`config.mk`:
```
export PLATFORM = sky130hd
export DESIGN_NAME = limited_protobuf_record_parser_top
export DESIGN_NICKNAME = d
export VERILOG_FILES = /design/src/rtl/lpr_pkg.sv /design/src/rtl/lpr_in_stage.sv /design/src/rtl/lpr_decoder.sv /design/src/rtl/limited_protobuf_record_parser_top.sv
export SDC_FILE = /design/constraint.sdc
export NUM_CORES = 1
export LEC_CHECK = 0
export BUFFER_PORTS_ARGS = -buffer_cell sky130_fd_sc_hd__buf_2
export CAP_MARGIN = 20
export CORE_ASPECT_RATIO = 0.75
export CORE_UTILIZATION = 60
export CTS_CLUSTER_DIAMETER = 40
export DETAILED_ROUTE_END_ITERATION = 10
export PLACE_DENSITY = 0.79
export SLEW_MARGIN = 20
export SYNTH_ARGS = -nofsm -noshare
export SYNTH_HDL_FRONTEND = slang
export SYNTH_SLANG_ARGS = --single-unit
```
`constraint.sdc`:
```
create_clock -name clk -period 8.9 [get_ports clk]
set_input_delay 1.78 -clock clk [delete_from_list [all_inputs] [get_ports clk]]
set_output_delay 1.78 -clock clk [all_outputs]
set_load 0.02 [all_outputs]
```
`src/rtl/lpr_pkg.sv`:
```
`default_nettype none

package lpr_pkg;

	localparam logic [13:0] MAX_STRING_LEN     = 14'd4096;
	localparam logic [6:0]  MAX_RESOURCE_PAIRS = 7'd100;
	localparam logic [6:0]  ALL_FIXED          = 7'h7F;
	localparam logic [2:0]  WIRE_LEN           = 3'd2;

	localparam logic [1:0] KIND_FRAME = 2'd0;
	localparam logic [1:0] KIND_FIXED = 2'd1;
	localparam logic [1:0] KIND_KEY   = 2'd2;
	localparam logic [1:0] KIND_VALUE = 2'd3;

	localparam logic [3:0] ST_OK         = 4'd0;
	localparam logic [3:0] ST_WIRE_TYPE  = 4'd1;
	localparam logic [3:0] ST_VARINT     = 4'd2;
	localparam logic [3:0] ST_TOO_LONG   = 4'd3;
	localparam logic [3:0] ST_SUB_OVER   = 4'd4;
	localparam logic [3:0] ST_TRUNCATED  = 4'd5;
	localparam logic [3:0] ST_SUB_FIELD  = 4'd6;
	localparam logic [3:0] ST_DUPLICATE  = 4'd7;
	localparam logic [3:0] ST_UNKNOWN    = 4'd8;
	localparam logic [3:0] ST_TOO_MANY   = 4'd9;
	localparam logic [3:0] ST_MISSING    = 4'd10;

	typedef struct packed {
		logic [7:0] byte_value;
		logic       last_byte;
	} beat_t;

endpackage

`default_nettype wire

```
`src/rtl/lpr_in_stage.sv`:
```
`default_nettype none

module lpr_in_stage (
	input  wire logic          clk,
	input  wire logic          arst_n,
	input  wire logic          in_valid,
	output logic               in_ready,
	input  wire lpr_pkg::beat_t in_beat,
	input  wire logic          take,
	output logic               valid_s1,
	output lpr_pkg::beat_t     beat_s1
);

	assign in_ready = !valid_s1 || take;

	always_ff @(posedge clk or negedge arst_n) begin
		if (!arst_n) begin
			valid_s1 <= 1'b0;
		end else begin
			if (in_valid && in_ready) begin
				valid_s1 <= 1'b1;
			end else if (take) begin
				valid_s1 <= 1'b0;
			end
		end
	end

	always_ff @(posedge clk) begin
		if (in_valid && in_ready) begin
			beat_s1 <= in_beat;
		end
	end

endmodule

`default_nettype wire

```
`src/rtl/lpr_decoder.sv`:
```
`default_nettype none

module lpr_decoder (
	input  wire logic           clk,
	input  wire logic           arst_n,
	input  wire logic           valid_s1,
	input  wire lpr_pkg::beat_t beat_s1,
	output logic                take,
	output logic                out_valid,
	input  wire logic           out_ready,
	output logic [7:0]          data_byte,
	output logic                data_valid,
	output logic [1:0]          byte_kind,
	output logic [3:0]          field_id,
	output logic [6:0]          pair_index,
	output logic                string_end,
	output logic                payload_done,
	output logic [3:0]          status
);

	typedef enum logic [3:0] {
		PH_TAG, PH_LEN1, PH_LEN2, PH_STR, PH_RLEN1, PH_RLEN2, PH_KTAG, PH_KLEN1,
		PH_KLEN2, PH_KSTR, PH_VTAG, PH_VLEN1, PH_VLEN2, PH_VSTR, PH_SKIP, PH_ERR
	} phase_t;

	phase_t      phase_q, phase_d;
	logic [6:0]  vlow_q, vlow_d;
	logic [12:0] sleft_q, sleft_d;
	logic [13:0] subl_q, subl_d;
	logic [3:0]  cur_q, cur_d;
	logic [6:0]  seen_q, seen_d;
	logic [6:0]  pairs_q, pairs_d;
	logic [3:0]  ferr_q, ferr_d;

	logic        o_valid, o_end, done;
	logic [1:0]  o_kind;
	logic [3:0]  o_field, err, stat;
	logic [6:0]  o_pair;
	logic [7:0]  b;
	logic [4:0]  tag_field;
	logic        wire_ok, is_key, do_fixed, do_sub, do_finish, do_after;
	logic [13:0] rem, len_v, len1_v, len2_v;
	logic [3:0]  fdiff;
	logic [2:0]  fidx;

	assign take = valid_s1 && (!out_valid || out_ready);

	always_comb begin
		b         = beat_s1.byte_value;
		tag_field = b[7:3];
		wire_ok   = (b[2:0] == lpr_pkg::WIRE_LEN);
		len1_v    = {7'd0, b[6:0]};
		len2_v    = {b[6:0], vlow_q};
		fdiff     = cur_q - 4'd2;
		fidx      = fdiff[2:0];

		phase_d = phase_q;
		vlow_d  = vlow_q;
		sleft_d = sleft_q;
		subl_d  = subl_q;
		cur_d   = cur_q;
		seen_d  = seen_q;
		pairs_d = pairs_q;
		ferr_d  = ferr_q;

		o_valid   = 1'b0;
		o_end     = 1'b0;
		o_kind    = lpr_pkg::KIND_FRAME;
		o_field   = 4'd0;
		o_pair    = 7'd0;
		err       = lpr_pkg::ST_OK;
		done      = 1'b0;
		stat      = lpr_pkg::ST_OK;
		is_key    = 1'b0;
		do_fixed  = 1'b0;
		do_sub    = 1'b0;
		do_finish = 1'b0;
		do_after  = 1'b0;
		len_v     = len1_v;
		rem       = 14'd0;

		if (phase_q inside {[PH_KTAG:PH_SKIP]}) begin
			if (subl_q != 14'd0) begin
				subl_d = subl_q - 14'd1;
			end
			rem = subl_d;
		end

		case (phase_q)
			PH_TAG: begin
				if (!wire_ok) begin
					err = lpr_pkg::ST_WIRE_TYPE;
				end else if (tag_field == 5'd1) begin
					if (pairs_q >= lpr_pkg::MAX_RESOURCE_PAIRS) begin
						err = lpr_pkg::ST_TOO_MANY;
					end else begin
						phase_d = PH_RLEN1;
					end
				end else if (tag_field inside {[5'd2:5'd9]}) begin
					cur_d   = tag_field[3:0];
					phase_d = PH_LEN1;
				end else begin
					err = lpr_pkg::ST_UNKNOWN;
				end
			end
			PH_LEN1: begin
				if (!b[7]) begin
					do_fixed = 1'b1;
				end else begin
					vlow_d  = b[6:0];
					phase_d = PH_LEN2;
				end
			end
			PH_RLEN1: begin
				if (!b[7]) begin
					if (b == 8'd0) begin
						err = lpr_pkg::ST_SUB_OVER;
					end else begin
						subl_d  = len1_v;
						phase_d = PH_KTAG;
					end
				end else begin
					vlow_d  = b[6:0];
					phase_d = PH_RLEN2;
				end
			end
			PH_LEN2: begin
				if (b[7]) begin
					err = lpr_pkg::ST_VARINT;
				end else begin
					len_v    = len2_v;
					do_fixed = 1'b1;
				end
			end
			PH_RLEN2: begin
				if (b[7]) begin
					err = lpr_pkg::ST_VARINT;
				end else begin
					subl_d  = len2_v;
					phase_d = PH_KTAG;
				end
			end
			PH_STR: begin
				o_kind  = lpr_pkg::KIND_FIXED;
				o_field = cur_q;
				o_valid = 1'b1;
				sleft_d = sleft_q - 13'd1;
				if (sleft_d == 13'd0) begin
					o_end     = 1'b1;
					do_finish = 1'b1;
				end
			end
			PH_KTAG, PH_VTAG: begin
				if (!wire_ok) begin
					err = lpr_pkg::ST_WIRE_TYPE;
				end else if (tag_field != ((phase_q == PH_KTAG) ? 5'd1 : 5'd2)) begin
					err = lpr_pkg::ST_SUB_FIELD;
				end else if (rem == 14'd0) begin
					err = lpr_pkg::ST_SUB_OVER;
				end else begin
					phase_d = (phase_q == PH_KTAG) ? PH_KLEN1 : PH_VLEN1;
				end
			end
			PH_KLEN1, PH_VLEN1: begin
				is_key = (phase_q == PH_KLEN1);
				if (!b[7]) begin
					do_sub = 1'b1;
				end else if (rem == 14'd0) begin
					err = lpr_pkg::ST_SUB_OVER;
				end else begin
					vlow_d  = b[6:0];
					phase_d = is_key ? PH_KLEN2 : PH_VLEN2;
				end
			end
			PH_KLEN2, PH_VLEN2: begin
				is_key = (phase_q == PH_KLEN2);
				if (b[7]) begin
					err = lpr_pkg::ST_VARINT;
				end else begin
					len_v  = len2_v;
					do_sub = 1'b1;
				end
			end
			PH_KSTR, PH_VSTR: begin
				is_key  = (phase_q == PH_KSTR);
				o_kind  = is_key ? lpr_pkg::KIND_KEY : lpr_pkg::KIND_VALUE;
				o_field = 4'd1;
				o_pair  = pairs_q;
				o_valid = 1'b1;
				sleft_d = sleft_q - 13'd1;
				if (sleft_d == 13'd0) begin
					o_end    = 1'b1;
					do_after = 1'b1;
				end
			end
			PH_SKIP: begin
				if (rem == 14'd0) begin
					phase_d = PH_TAG;
				end
			end
			default: begin
			end
		endcase

		if (do_fixed) begin
			if (len_v > lpr_pkg::MAX_STRING_LEN) begin
				err = lpr_pkg::ST_TOO_LONG;
			end else if (len_v == 14'd0) begin
				o_end     = 1'b1;
				o_kind    = lpr_pkg::KIND_FIXED;
				o_field   = cur_q;
				do_finish = 1'b1;
			end else begin
				sleft_d = len_v[12:0];
				phase_d = PH_STR;
			end
		end

		if (do_sub) begin
			if (len_v > lpr_pkg::MAX_STRING_LEN) begin
				err = lpr_pkg::ST_TOO_LONG;
			end else if (len_v > rem) begin
				err = lpr_pkg::ST_SUB_OVER;
			end else if (len_v == 14'd0) begin
				o_end    = 1'b1;
				o_kind   = is_key ? lpr_pkg::KIND_KEY : lpr_pkg::KIND_VALUE;
				o_field  = 4'd1;
				o_pair   = pairs_q;
				do_after = 1'b1;
			end else begin
				sleft_d = len_v[12:0];
				phase_d = is_key ? PH_KSTR : PH_VSTR;
			end
		end

		if (do_finish) begin
			phase_d = PH_TAG;
			if (cur_q < 4'd2 || cur_q > 4'd8) begin
				err = lpr_pkg::ST_DUPLICATE;
			end else if (seen_q[fidx]) begin
				err = lpr_pkg::ST_DUPLICATE;
			end else begin
				seen_d[fidx] = 1'b1;
			end
		end

		if (do_after) begin
			if (is_key) begin
				if (rem == 14'd0) begin
					err = lpr_pkg::ST_SUB_OVER;
				end else begin
					phase_d = PH_VTAG;
				end
			end else begin
				pairs_d = pairs_q + 7'd1;
				phase_d = (rem == 14'd0) ? PH_TAG : PH_SKIP;
			end
		end

		if (err != lpr_pkg::ST_OK && ferr_q == lpr_pkg::ST_OK) begin
			ferr_d  = err;
			phase_d = PH_ERR;
		end

		if (beat_s1.last_byte) begin
			done = 1'b1;
			stat = ferr_d;
			if (stat == lpr_pkg::ST_OK && phase_d != PH_TAG) begin
				stat = lpr_pkg::ST_TRUNCATED;
			end
			if (stat == lpr_pkg::ST_OK && seen_d != lpr_pkg::ALL_FIXED) begin
				stat = lpr_pkg::ST_MISSING;
			end
			phase_d = PH_TAG;
			vlow_d  = 7'd0;
			sleft_d = 13'd0;
			subl_d  = 14'd0;
			cur_d   = 4'd0;
			seen_d  = 7'd0;
			pairs_d = 7'd0;
			ferr_d  = lpr_pkg::ST_OK;
		end
	end

	always_ff @(posedge clk or negedge arst_n) begin
		if (!arst_n) begin
			phase_q   <= PH_TAG;
			vlow_q    <= 7'd0;
			sleft_q   <= 13'd0;
			subl_q    <= 14'd0;
			cur_q     <= 4'd0;
			seen_q    <= 7'd0;
			pairs_q   <= 7'd0;
			ferr_q    <= lpr_pkg::ST_OK;
			out_valid <= 1'b0;
		end else begin
			if (take) begin
				phase_q      <= phase_d;
				vlow_q       <= vlow_d;
				sleft_q      <= sleft_d;
				subl_q       <= subl_d;
				cur_q        <= cur_d;
				seen_q       <= seen_d;
				pairs_q      <= pairs_d;
				ferr_q       <= ferr_d;
				out_valid    <= 1'b1;
				data_byte    <= b;
				data_valid   <= o_valid;
				byte_kind    <= o_kind;
				field_id     <= o_field;
				pair_index   <= o_pair;
				string_end   <= o_end;
				payload_done <= done;
				status       <= stat;
			end else if (out_ready) begin
				out_valid <= 1'b0;
			end
		end
	end

`ifndef SYNTHESIS
	a_end_clears: assert property (@(posedge clk) disable iff (!arst_n)
		(take && beat_s1.last_byte) |=> (phase_q == PH_TAG && seen_q == 7'd0
			&& pairs_q == 7'd0 && ferr_q == lpr_pkg::ST_OK))
		else $error("payload state not cleared after last byte");
	a_err_phase: assert property (@(posedge clk) disable iff (!arst_n)
		(ferr_q != lpr_pkg::ST_OK) == (phase_q == PH_ERR))
		else $error("sticky error and error phase disagree");
	a_valid_kind: assert property (@(posedge clk) disable iff (!arst_n)
		(out_valid && data_valid) |-> (byte_kind != lpr_pkg::KIND_FRAME && !payload_done
			|| byte_kind != lpr_pkg::KIND_FRAME))
		else $error("string content beat tagged as framing");
	a_pair_bound: assert property (@(posedge clk) disable iff (!arst_n)
		pairs_q <= lpr_pkg::MAX_RESOURCE_PAIRS)
		else $error("pair count beyond limit");
	a_status_done: assert property (@(posedge clk) disable iff (!arst_n)
		(take && !beat_s1.last_byte) |=> (status == lpr_pkg::ST_OK && !payload_done))
		else $error("status reported off the last byte");
`endif

endmodule

`default_nettype wire

```
`src/rtl/limited_protobuf_record_parser_top.sv`:
```
`default_nettype none

// channel | handshake            | payload
// in      | in_valid / in_ready  | byte_value, last_byte
// out     | out_valid / out_ready| data_byte, data_valid, byte_kind, field_id,
//         |                      | pair_index, string_end, payload_done, status
//
// One byte per cycle sustained while out_ready is held high; an input beat passes through
// the input register, then the decode into the result register.
// The parse state updates when a byte moves from the input register to the result register.
// Reset clears the parse state and both valid flags; no clearing pass is needed.
// A stalled output holds its beat; one more input beat is absorbed in the input register.

module limited_protobuf_record_parser_top (
	input  wire logic       clk,
	input  wire logic       arst_n,
	input  wire logic       in_valid,
	output logic            in_ready,
	input  wire logic [7:0] byte_value,
	input  wire logic       last_byte,
	output logic            out_valid,
	input  wire logic       out_ready,
	output logic [7:0]      data_byte,
	output logic            data_valid,
	output logic [1:0]      byte_kind,
	output logic [3:0]      field_id,
	output logic [6:0]      pair_index,
	output logic            string_end,
	output logic            payload_done,
	output logic [3:0]      status
);

	lpr_pkg::beat_t in_beat, beat_s1;
	logic           valid_s1, take;

	assign in_beat.byte_value = byte_value;
	assign in_beat.last_byte  = last_byte;

	lpr_in_stage u_in_stage (
		.clk      (clk),
		.arst_n   (arst_n),
		.in_valid (in_valid),
		.in_ready (in_ready),
		.in_beat  (in_beat),
		.take     (take),
		.valid_s1 (valid_s1),
		.beat_s1  (beat_s1)
	);

	lpr_decoder u_decoder (
		.clk          (clk),
		.arst_n       (arst_n),
		.valid_s1     (valid_s1),
		.beat_s1      (beat_s1),
		.take         (take),
		.out_valid    (out_valid),
		.out_ready    (out_ready),
		.data_byte    (data_byte),
		.data_valid   (data_valid),
		.byte_kind    (byte_kind),
		.field_id     (field_id),
		.pair_index   (pair_index),
		.string_end   (string_end),
		.payload_done (payload_done),
		.status       (status)
	);

endmodule

`default_nettype wire

```
# Word level (Yosys, flattened, before mapping)
# Cells that the tools add are included.
# totals
register_bits	99
inputBits	13
out_inout_bits	30
# classes
n_addsub	4
order_cmp	11
eq_ne	23
mux	152
bitwise	2
reduce_logical	46
# ops
operator	n
$mux W4	64
$mux W14	9
$mux W13	9
$mux W7	16
$mux W1	31
$eq A4 B4 Y1 const B	7
$logic_not A14 Y1	2
$pmux W14 S2	1
$pmux W4 S7	1
$pmux W4 S5	1
$mux W2	9
$eq A4 B3 Y1 const B	4
$logic_not A4 Y1	4
$mux W3	5
$gt A14 B13 Y1 const B	1
$gt A14 B14 Y1	1
$pmux W7 S2	1
$reduce_bool A14 Y1	1
$reduce_or A2 Y1	7
$sub A14 B1 Y14 const B	1
$logic_not A13 Y1	1
$sub A13 B1 Y13 const B	1
$reduce_bool A2 Y1	6
$reduce_and A5 Y1	2
other kinds (37)	53

# Longest topological paths before layout
# Gate-level depths: netlist of the first run.
# logic_depth
depth_word	29
mapped_depth	20

# By module
# From an unflattened synthesis of the first run, not the netlist that was laid out.
# hier_totals
hier_cells	770
area_unflattened_um2	6717.7
# by_module_without_submodules
module	instances	cells_each	area_per_inst_um2	seq_area_each_um2
lpr_decoder	1	757	6393.6	2367.3
lpr_in_stage	1	13	324.1	295.3

# Worst setup path before layout of the first run
# Ideal clock, no wire load.
# synth_path
kind	reg2reg
start	register u_decoder.subl_q[2]
end	register u_decoder.status[3] (data pin)
setup_ns	0.261
arrival_ns	4.211
setup_slack_ns	4.429
path_stages_with_launch	19
path_buffers	2
synth_period_minus_slack_ns	4.471
cell_sequence	dfrtp_1 buf_2 or4_1 clkbuf_1 or4_1 or4_1 o21ai_0 nand2_1 ha_1 o21ai_0 o211ai_1 o21bai_1 o211ai_1 a32oi_1 nor2_1 a211o_1 o31a_1 nand4_1 o21ai_1
# synth_via
elab_chain_cells	29
# synth_lines
item	line_no	text
start: declaration	lpr_decoder.sv:29	logic [13:0] subl_q, subl_d;
start signal: assignment	lpr_decoder.sv:301	subl_q <= subl_d;
$sub A14 B1 Y14 / $reduce_bool A14 Y1 (equally long branches)	lpr_decoder.sv:84, lpr_decoder.sv:83	
$mux W14 *	lpr_decoder.sv:83	if (subl_q != 14'd0) begin
$mux W14 *	lpr_decoder.sv:82	if (phase_q inside {[PH_KTAG:PH_SKIP]}) begin
$logic_not A14 Y1	-	
$mux W3	lpr_decoder.sv:158, lpr_decoder.sv:168	
$mux W4	lpr_decoder.sv:156	end else if (tag_field != ((phase_q == PH_KTAG) ? 5'd1 : 5'd2)) begin
$mux W4	lpr_decoder.sv:154	if (!wire_ok) begin
$pmux W4 S5	lpr_decoder.sv:89	case (phase_q)
(+13 left out)	-	
$mux W4	lpr_decoder.sv:260	if (err != lpr_pkg::ST_OK && ferr_q == lpr_pkg::ST_OK) begin
$logic_not A4 Y1 / $reduce_bool A4 Y1 (equally long branches)	lpr_decoder.sv:268	if (stat == lpr_pkg::ST_OK && phase_d != PH_TAG) begin
$logic_and A1 B1 Y1	lpr_decoder.sv:268	
$mux W4 *	lpr_decoder.sv:268	
$mux W4 *	lpr_decoder.sv:265	if (beat_s1.last_byte) begin
$logic_not A4 Y1	lpr_decoder.sv:271	if (stat == lpr_pkg::ST_OK && seen_d != lpr_pkg::ALL_FIXED) begin
$logic_and A1 B1 Y1	lpr_decoder.sv:271	
$mux W4 *	lpr_decoder.sv:271	
end signal: assignment	lpr_decoder.sv:314	status <= stat;
end: declaration	lpr_decoder.sv:18	output logic [3:0] status
# Every way passes the cells marked *; elsewhere a longest branch is shown, timed or not. The select of a mux whose other input is x is not followed.
# A chain may end at the register's enable or synchronous reset.

# Final worst setup path of the first run
# layout_path
start	register u_decoder.subl_q[0]
end	register u_decoder.pairs_q[4]
# layout_via
elab_chain_cells	9
# layout_lines
item	line_no	text
$sub A14 B1 Y14 / $reduce_bool A14 Y1 (equally long branches)	lpr_decoder.sv:84, lpr_decoder.sv:83	
$mux W14 *	lpr_decoder.sv:83	
$mux W14 *	lpr_decoder.sv:82	
$gt A14 B14 Y1 *	lpr_decoder.sv:222	end else if (len_v > rem) begin
$mux W1 *	lpr_decoder.sv:222	
$mux W1 *	lpr_decoder.sv:220	if (len_v > lpr_pkg::MAX_STRING_LEN) begin
$mux W1 *	lpr_decoder.sv:219	if (do_sub) begin
$reduce_bool A2 Y1 (no line) *	-	
$reduce_and A3 Y1 (no line) *	-	
end signal: assignment	lpr_decoder.sv:304	pairs_q <= pairs_d;
end: declaration	lpr_decoder.sv:32	logic [6:0] pairs_q, pairs_d;
# Every way passes the cells marked *; elsewhere a longest branch is shown, timed or not.

==> run metrics, run 1 <==
Post-Syn Area=7100 sq um; worst reg2reg path depth=16; Tcrit/Tclk final=59.4%; max cap viols=0; cts repair resizes=0; Overflow after GRT=0; H-tree depth=3; Ys Warns=0; RSZ-0062 raised after global routing=false; layout cells sized above 1=11.3%; TNS Setup=0 ns; Final setup viols=0; area share of the largest cell type after synthesis=21.9%; P_leak=0.00309 uW; die area=12300 sq um; Sw Ratio=51.0%; FP Rows=33; final hold violation count=0; Die Span Y=96.2 um; most frequent cell after synthesis=o21ai_0; first-pass GRT wire length=34300 um; sequential area share after synthesis=37.5%; crit end category=flip-flop; Worst Hold Depth=1; worst r2r src=u_decoder.subl_q[0]; DR DRC count=0; hold path start=u_decoder.pairs_q[2]; most common flop cell mapped by yosys=dfrtp_1; Final nets=886; top cells by instance count after synthesis=80 x o21ai_0, 79 x nand2_1, 79 x nor2_1; #FFs+latches synth=99; GPL Wtd Cong=0.956; # fillers=944; Hold-fix buffers, CTS=0; root buffer cell=clkbuf_16; WS Path Type=reg -> reg; worst vdd ir=0.194 mV; sequential standard cell area=2660 sq um; Period minus WS final=5.29 ns; Gate power share=59.1%; r2r setup slk=3.61 ns; Synth-to-Final Area Change=7.70%; DPL Wire Length=15100 um; Crit Path Max Fanout=8; core area=11200 sq um; P_int=1310 uW; FMAX=189 MHz; reg2reg end=u_decoder.pairs_q[4]; hold endpoint=u_decoder.pairs_q[2]; vias per std cell=6.89; CTS tree=yes; CP required=9.10 ns; final wirelength=21400 um; Final Max Slew Viols=0; CTS max path bufs=2; PortBufs=42; sw power=1360 uW; Post-synth EDFFs=37; Syn Inst Count=838; CTS clk-pin slew, worst paths=0.08 ns; Pre-antenna DRT Iters=6; pin count of the biggest net entering global routing=41; CP Launch Type=flip-flop; vias in the first global route=6496; leading area contributor after synthesis=dfrtp_1; part of the power in the clock network=14.4%; starting density of the core=63.2%; share of flip-flops with an asynchronous set or reset=62.6%; DR iter-0 viols=779; Synthesized Nets=876; die width=128 um; Avg Inst Size Synth=8.47 sq um; diode count=0; final worst setup slack=3.61 ns; Netlist cell types=79; # clock sinks=99; Reg power frac=26.5%; Final ANT Viol Nets=0; area of the multi-input gates=4100 sq um; GRT Resource Usage Total=36.7%; outcome=finished clean; CP Data Arrival Time=5.49 ns; CTS buffer count=9; worst skew pair latency=0.35 ns; Power Density=350 nW/um^2; Final Skew=0.0110 ns; worst min path class=reg -> reg; pre-CTS WS=3.76 ns; Vias=6956; DR WL/cell=21.2 um; Synth area leaders=dfrtp_1 22%, edfxtp_1 16%, o21ai_0 5.6%; Slew HR=41.9%; initial antenna violation count=0; postcts setup bufs=0; I/O pin cnt=43; worst slew pin tran=0.865 ns
-- power groups by stage --
| stage | Clock [uW] | Combinational, uW | Sequential [uW] |
|---|---|---|---|
| global placement | 0 | 1500 | 704 |
| floorplan | 0 | 1240 | 634 |
| detailed placement | 0 | 1510 | 708 |
| global route | 404 | 1720 | 719 |
| CTS | 389 | 1520 | 698 |
| finish | 385 | 1580 | 710 |
-- sequential cells by signal, indices dropped and copies added, names as in the netlist --
signal	flops
u_decoder.ferr_q	4
u_decoder.pairs_q	7
u_decoder.data_byte	8
u_decoder.string_end	1
u_decoder.data_valid	1
u_decoder.status	4
u_in_stage.valid_s1	1
u_decoder.phase_q	4
u_decoder.vlow_q	7
u_decoder.sleft_q	13
u_decoder.payload_done	1
u_decoder.byte_kind	2
u_decoder.seen_q	7
u_decoder.out_valid	1
u_decoder.field_id	4
u_decoder.cur_q	4
u_decoder.subl_q	14
u_decoder.pair_index	7
u_in_stage.beat_s1	9
-- placed cells by master, fill, tap and decap left out, types with 25 or more instances in the layout --
cell type  Yosys  final
edfxtp_1      37     37
nor3_1        28     28
o21ai_0       80     80
nand2_1       79     79
ha_1          25     25
a21oi_1       49     49
buf_2          3     42
dfrtp_1       62     62
inv_1         28     28
nor2_1        79     79
-- through the flow --
step / utilization, % / cell area [sq um] / power (uW) / hold WS, ns / cells
after floorplan: - / 7100 / 1870 / 0.424 / 838
after global placement: 65.5 / 7360 / 2210 / 0.494 / 994
after detailed placement: 65.5 / 7360 / 2220 / 0.503 / 994
after CTS: 68.1 / 7640 / 2610 / 0.512 / 1010
after global routing: 68.1 / 7640 / 2850 / 0.553 / 1010
final: 68.1 / 7640 / 2680 / 0.514 / 1010
-- cell type report --
type                    count  share of cell area, %
clock buffers               9                   2.95
clock inverters             7                  0.802
inverters                  28                   1.37
multi-input cells         657                   53.6
flip-flops and latches     99                   34.8
well taps                 157                   2.57
repair buffers             53                   3.83
-- worst max path at each step --
stage	from	end	slack, ns
finish	u_decoder.subl_q[0]	u_decoder.pairs_q[4]	3.61
global route	u_decoder.subl_q[0]	u_decoder.sleft_q[8]	3.29
CTS	u_decoder.subl_q[0]	u_decoder.sleft_q[8]	3.73
detailed placement	u_decoder.subl_q[2]	u_decoder.sleft_q[8]	3.76
global placement	u_decoder.subl_q[2]	u_decoder.pairs_q[4]	4.02
floorplan	u_decoder.subl_q[2]	u_decoder.status[3]	4.43
-- worst max-delay path, cell delays in order, from the launching register on --
cell,delay [ns]
dfrtp_1,0.45
inv_1,0.17
ha_1,0.22
or3b_2,0.52
or4_1,0.67
mux2i_1,0.28
nand2_1,0.16
ha_1,0.34
a21oi_1,0.18
o221ai_1,0.14
o211ai_1,0.46
a32oi_1,0.24
nor2_1,0.45
o21ai_1,0.24
or3_1,0.41
xor2_1,0.15
nor2_1,0.06
-- routing by layer --
metal / up-vias / GRT usage (%) / share of wire [%]
li1: 3166 / - / -
met1: 3312 / 51.3 / 44
met2: 422 / 54.8 / 42
met3: 56 / 12.2 / 12
met4: 0 / 9.51 / 1.7
met5: - / 0 / 0
-- logic make-up (layout without fill, tap and decap cells) --
kind of cell,after synthesis,after routing,share of synthesized area [%]
AO/OA/AOI/OAI,286,286,26.3
XOR/XNOR,7,7,0.864
adder cells (fa/ha/maj),25,25,4.41
buffers and inverters,82,97,4.71
flip-flops,99,99,37.5
multiplexers,24,24,3.79
AND/OR/NAND/NOR,315,315,22.4
Power figures use the tool's default switching activity.
==> run 2: changes to the inputs <==
Clock period 8.9 ns to 5.45 ns, I/O delays scaled along.
==> run 2 against run 1 <==
Compared with the run above: worst hold slack better by 0.027 ns; non-clock buffer count grew 7; first-iteration DRC count increased by 15%; clock skew shrank 0.0023 ns; cell count increased by 0.69%; sequential share of layout area shrank 0.41 points; sequential cell count did not move; maximum frequency increased by 2.9%; utilization up 0.80 points; sequential power grew 59%.
==> run metrics, run 2 (synthesis gave the netlist of run 1 again) <==
outcome=finished clean (unchanged); postcts setup bufs=0 (unchanged); Die Span Y=96.2 um (unchanged); CTS buffer count=9 (unchanged); final worst setup slack=0.313 ns (was 3.61 ns); vias per std cell=6.94 (was 6.89); CP Data Arrival Time=5.34 ns (was 5.49 ns); P_int=2260 uW (was 1310 uW); Sw Ratio=49.5% (was 51.0%); biggest regs=u_decoder.subl_q: 14 flops, u_decoder.sleft_q: 13 flops, u_in_stage.beat_s1: 9 flops (unchanged); Worst Hold Depth=1 (unchanged); Vias=7055 (was 6956); final wirelength=22000 um (was 21400 um); cts repair resizes=0 (unchanged); Final Max Slew Viols=0 (unchanged); Power Density=579 nW/um^2 (was 350 nW/um^2); GRT Resource Usage Total=37.1% (was 36.7%); Reg power frac=25.1% (was 26.5%); DPL Wire Length=15700 um (was 15100 um); diode count=0 (unchanged); Final ANT Viol Nets=0 (unchanged); DR WL/cell=21.7 um (was 21.2 um); TNS Setup=0 ns (unchanged); Final nets=893 (was 886); root buffer cell=clkbuf_16 (unchanged); pre-CTS WS=0.486 ns (was 3.76 ns); CP required=5.65 ns (was 9.10 ns); Reg with most FFs=u_decoder.subl_q (unchanged); Crit Path Max Fanout=8 (unchanged); crit end category=flip-flop (unchanged); CTS clk-pin slew, worst paths=0.07 ns (was 0.08 ns); most frequent cells in the layout=80 x o21ai_0, 79 x nand2_1, 79 x nor2_1 (unchanged); Final setup viols=0 (unchanged); DR iter-0 viols=894 (was 779); layout cells sized above 1=12.0% (was 11.3%); Tcrit/Tclk final=94.3% (was 59.4%); hold path start=u_decoder.pairs_q[2] (unchanged); H-tree depth=3 (unchanged); final hold violation count=0 (unchanged); worst reg2reg path depth=16 (unchanged); WS Path Type=reg -> reg (unchanged); Period minus WS final=5.14 ns (was 5.29 ns); commonest non-fill, non-tap cell in the layout=o21ai_0 (unchanged); Pre-antenna DRT Iters=7 (was 6); initial antenna violation count=1 (was 0); DR DRC count=0 (unchanged); # fillers=902 (was 944); max reg flops=14 (unchanged); RSZ-0062 raised after global routing=false (unchanged); Slew HR=32.9% (was 41.9%); Gate power share=59.3% (was 59.1%); Hold-fix buffers, CTS=0 (unchanged); max cap viols=0 (unchanged); GPL Wtd Cong=0.996 (was 0.956); CTS max path bufs=2 (unchanged); pin count of the biggest net entering global routing=37 (was 41); worst skew pair latency=0.35 ns (about the same); FMAX=195 MHz (was 189 MHz); die width=128 um (unchanged); # clock sinks=99 (unchanged); worst slew pin tran=0.998 ns (was 0.865 ns); starting density of the core=63.2% (unchanged); core area=11200 sq um (unchanged); vias in the first global route=6545 (was 6496); CP Launch Type=flip-flop (unchanged); part of the power in the clock network=15.6% (was 14.4%); Synth-to-Final Area Change=8.97% (was 7.70%); PortBufs=42 (unchanged); worst min path class=reg -> reg (unchanged); first-pass GRT wire length=34600 um (was 34300 um); worst vdd ir=0.293 mV (was 0.194 mV); worst r2r src=u_decoder.subl_q[0] (unchanged); P_leak=0.00313 uW (was 0.00309 uW); die area=12300 sq um (unchanged); FP Rows=33 (unchanged); Final Skew=0.00869 ns (was 0.0110 ns); sw power=2220 uW (was 1360 uW); crit path from=u_decoder.subl_q[0] (unchanged); I/O pin cnt=43 (unchanged); Overflow after GRT=0 (unchanged); CTS tree=yes (unchanged)
-- run 2: critical path, cell delays in order (launching register included) --
cell and delay (ns):
dfrtp_1 0.47, inv_1 0.18, ha_1 0.21, or3b_2 0.51, or4_1 0.68, mux2i_1 0.25, nand2_1 0.11, ha_1 0.33
a21oi_1 0.15, o221ai_1 0.13, o211ai_1 0.46, a32oi_1 0.24, nor2_1 0.41, o21ai_1 0.22, nor4_1 0.42, xnor2_1 0.16
nor2_1 0.05
-- run 2: area by class of cell --
type | instances | area, sq um | share of cell area [%]
multi-input combinational | 657 | 4100 | 53.0
sequential | 99 | 2660 | 34.4
inverter | 28 | 105 | 1.36
clock inverter | 7 | 98.8 | 1.28
tap | 157 | 196 | 2.54
timing repair buffer | 60 | 345 | 4.46
clock buffer | 9 | 225 | 2.91
-- run 2: stage by stage --
step	power [uW]	hold slack [ns]	std cells	cell area [sq um]	util [%]
global route	4740	0.576	1017	7730	68.9
CTS	4360	0.542	1017	7730	68.9
detailed placement	3650	0.534	1001	7410	66.0
floorplan	3050	0.424	838	7100	-
finish	4480	0.541	1017	7730	68.9
global placement	3620	0.509	1001	7410	66.0
-- run 2: worst paths after layout --
kind                                   endpoint  slack, ns
min in group asynchronous  u_decoder.sleft_q[7]       0.90
max in group asynchronous   u_decoder.vlow_q[4]       3.72
setup reg to reg           u_decoder.pairs_q[6]       0.31
hold reg to reg            u_decoder.pairs_q[2]       0.54
hold / removal             u_decoder.pairs_q[2]       0.54
setup / recovery           u_decoder.pairs_q[6]       0.31
-- run 2: power by group through the flow --
stage	Clock, uW	Combinational [uW]	Sequential [uW]
final	701	2660	1130
after global routing	723	2870	1140
after CTS	705	2550	1110
after detailed placement	0	2530	1120
after global placement	0	2510	1120
after floorplan	0	2020	1040
-- run 2: metal layers --
metal  up-vias  global-route usage [%]  share of wire [%]
li1       3176                       -                  -
met1      3336                    50.5                 42
met2       483                    54.4                 41
met3        58                    13.7                 14
met4         2                    11.8                2.5
met5         -                    2.52              0.059
